File: config.mk
export PLATFORM = sky130hd
export DESIGN_NAME = mhsm_ram
export DESIGN_NICKNAME = d
export VERILOG_FILES = /design/src/rtl/mhsm_ram.sv
export SDC_FILE = /design/constraint.sdc
export NUM_CORES = 2
export LEC_CHECK = 0
export ABC_CLOCK_PERIOD_IN_PS = 9500
export BUFFER_PORTS_ARGS = -buffer_cell sky130_fd_sc_hd__buf_2
export CORE_MARGIN = 8
export CORE_UTILIZATION = 55
export CTS_BUF_LIST = sky130_fd_sc_hd__clkbuf_4
export DETAILED_ROUTE_END_ITERATION = 10
export HOLD_SLACK_MARGIN = 0.08
export PLACE_DENSITY = 0.74
export SYNTH_ARGS = -nofsm -noshare
export SYNTH_HDL_FRONTEND = slang
export SYNTH_SLANG_ARGS = --single-unit
File: constraint.sdc
create_clock -name aclk -period 9.5 [get_ports aclk]
set_input_delay 0.95 -clock aclk [delete_from_list [all_inputs] [get_ports aclk]]
set_output_delay 0.95 -clock aclk [all_outputs]
set_load 0.1 [all_outputs]
File: src/rtl/mhsm_ram.sv
// Generic single-write, single-read RAM with registered read data.
`default_nettype none
module mhsm_ram #(
    parameter int WIDTH = 32,
    parameter int DEPTH = 128
) (
    input  wire logic                     aclk,
    input  wire logic                     we,
    input  wire logic [$clog2(DEPTH)-1:0] waddr,
    input  wire logic [WIDTH-1:0]         wdata,
    input  wire logic                     re,
    input  wire logic [$clog2(DEPTH)-1:0] raddr,
    output logic      [WIDTH-1:0]         rdata
);

    logic [WIDTH-1:0] mem_reg [DEPTH];
    logic [WIDTH-1:0] rdata_reg;

    always_ff @(posedge aclk) begin
        if (we) begin
            mem_reg[waddr] <= wdata;
        end
        if (re) begin
            rdata_reg <= mem_reg[raddr];
        end
    end

    assign rdata = rdata_reg;

endmodule
`default_nettype wire

==> results.json <==
{
  "setup_violations": 0,
  "critPathMaxStageDelay_ps": 660,
  "regArea_um2": 124000,
  "syn_area_per_cell_um2": 26.1,
  "cp_cell_sequence": "buf_12 > buf_12 > buf_4 > mux4_2 > mux4_2 > mux4_2 > mux2_2",
  "first_global_vias": 76600,
  "cp_slowest_cell": "mux4_2",
  "netlist.area_leader.share": 0.792,
  "fin_nets": 7007,
  "synth_top_cell_by_area": "edfxtp_1",
  "rows": 196,
  "whs_ps": 222,
  "total_power_mw": 35.9,
  "multi_input_area_um2": 32300,
  "overflow": 0,
  "rsz0062_at_grt": "no",
  "track_usage": 0.267,
  "clock_sinks": 4128,
  "dpl.hpwl_um": 217000,
  "synth.yosys.seq_area_share": 0.792,
  "viasPerCell": 6.56,
  "critical_path_class": "in -> reg",
  "clock_skew_ps": 131,
  "die_area_um2": 302000,
  "hold_buffers": 33,
  "drv_slew": 0,
  "arrival_ps": 5120,
  "gp_congestion": 0.816,
  "postRouteAntennaNets": 0,
  "io_pins": 81,
  "cts_resized": 0,
  "drt_iter0_drc": 11700,
  "grt_pass1_wl_um": 565000,
  "wl_per_cell_um": 35.2,
  "start_util": 0.551,
  "critPathBufInv": 3,
  "cap_violations": 0,
  "path_clk_slew_ps": 70,
  "maxSlewHeadroom": 0.138,
  "antenna_found_initial": 51,
  "htree_levels": 6,
  "port-buffer-count": 80,
  "fillers": 18400,
  "yosys_register_bits": 4128,
  "drtPass1Iterations": 5,
  "syn_inst": 5990,
  "pwr_density_cell_nw_per_um2": 204,
  "cts_setup_buffers": 0,
  "critPathTopFamily": "multiplexers",
  "critPathRequiredTime_ps": 10660,
  "vdd_ir_drop_max_mv": 0.118,
  "chipWidth_um": 550,
  "largest_reg_flops": 4096,
  "hold_path_class": "in -> reg",
  "status": "finished, final reports clean",
  "worstSetupEndpointType": "flop",
  "area_growth_pct": 12.3,
  "fmax_mhz": 253,
  "syn-cell-area_um2": 157000,
  "fin_crit_ps": 3960,
  "cts_made_buffers": 946,
  "drt_wl_total_um": 405000,
  "drive_above_1_share": 0.425,
  "crit_path_max_fanout": 87,
  "fp.coreArea_um2": 284000,
  "synthTopCellsByArea": "edfxtp_1 79%, mux4_2 19%, clkbuf_1 0.44%",
  "tightest_slew_ps": 1290,
  "start_kind": "primary input",
  "vias": 75400,
  "cts_tree": "done",
  "tns_ps": 0,
  "clock_latency_ps": 1470,
  "ys_types": 16,
  "grt_start_max_net_pins": 115,
  "clockBufferDepth": 4,
  "crit_top_cell": "mux4_2",
  "syn-num-nets": 6039,
  "yosysWarnings": 0,
  "drc": 0,
  "leakagePower_nw": 54.8,
  "hold_viol": 0,
  "clockRootBuffer": "clkbuf_4",
  "dieHeight_um": 550,
  "period_share": 0.417
}
per-stage QoR:
stage          cell area, µm²  std cells   util  setup slack [ps]
2_1_floorplan          157000       5990      -              5310
3_3_place_gp           163000       9738  0.575              4170
3_5_place_dp           163000       9738  0.575              4090
4_1_cts                176000      11500  0.618              5620
5_1_grt                176000      11500  0.619              5520
6_report               176000      11500  0.619              5540
power by group:
part           switching [mW]  internal [mW]
clock network            6.70           6.98
registers              0.0542           20.1
logic                    1.30          0.723
routing by layer:
| metal | track usage | part of all wire |
|---|---|---|
| met1 | 0.365 | 0.35 |
| met2 | 0.422 | 0.48 |
| met3 | 0.0719 | 0.14 |
| met4 | 0.0950 | 0.035 |
| met5 | 0 | 0.00023 |
final timing paths:
kind,end,start,depth (start not counted),slack [ps]
max reg2reg,rdata[30],mem_reg[113][30],4,6700
min,mem_reg[84][4],waddr[2],3,220
max,rdata[3],raddr[0],7,5540
min reg2reg,rdata[3],mem_reg[32][3],4,1220
Yosys cell counts (all sizes together):
| library cell | n |
|---|---|
| nand2b | 2 |
| nor3 | 9 |
| mux2 | 32 |
| nor2 | 122 |
| buf | 134 |
| mux4 | 1344 |
| clkbuf | 182 |
| nand2 | 14 |
| nand3 | 12 |
| edfxtp | 4128 |
| nand4 | 3 |
| or3 | 1 |
| nor2b | 7 |
cell usage in the layout (no fill, tap or decap), drive strengths merged:
master / n
buf: 303
bufinv: 10
clkbuf: 1395
clkinv: 249
clkinvlp: 6
diode: 41
dlygate4sd3: 33
edfxtp: 4128
inv: 20
mux2: 32
mux4: 1344
nand2: 14
nand2b: 2
nand3: 12
nand4: 3
nor2: 122
nor2b: 7
nor3: 9
or3: 1
worst register-to-register path: cells and delay by family, from the launching register on:
kind | cells | cell delay, ps
multiplexers | 4 | 2080
flip-flops | 1 | 400
final cells by class:
cell class,count,area share
sequential,4128,0.705
clock inverter,285,0.00855
clock buffer,1395,0.0596
multi-input combinational,1546,0.184
tap,3762,0.0268
timing repair buffer,336,0.0159
antenna,41,0.000584
cell families after synthesis:
family / share of synthesized area
flip-flops: 0.792
multiplexers: 0.196
buffers and inverters: 0.00837
AND/OR/NAND/NOR: 0.00445
(Power assumes the default switching activity.)
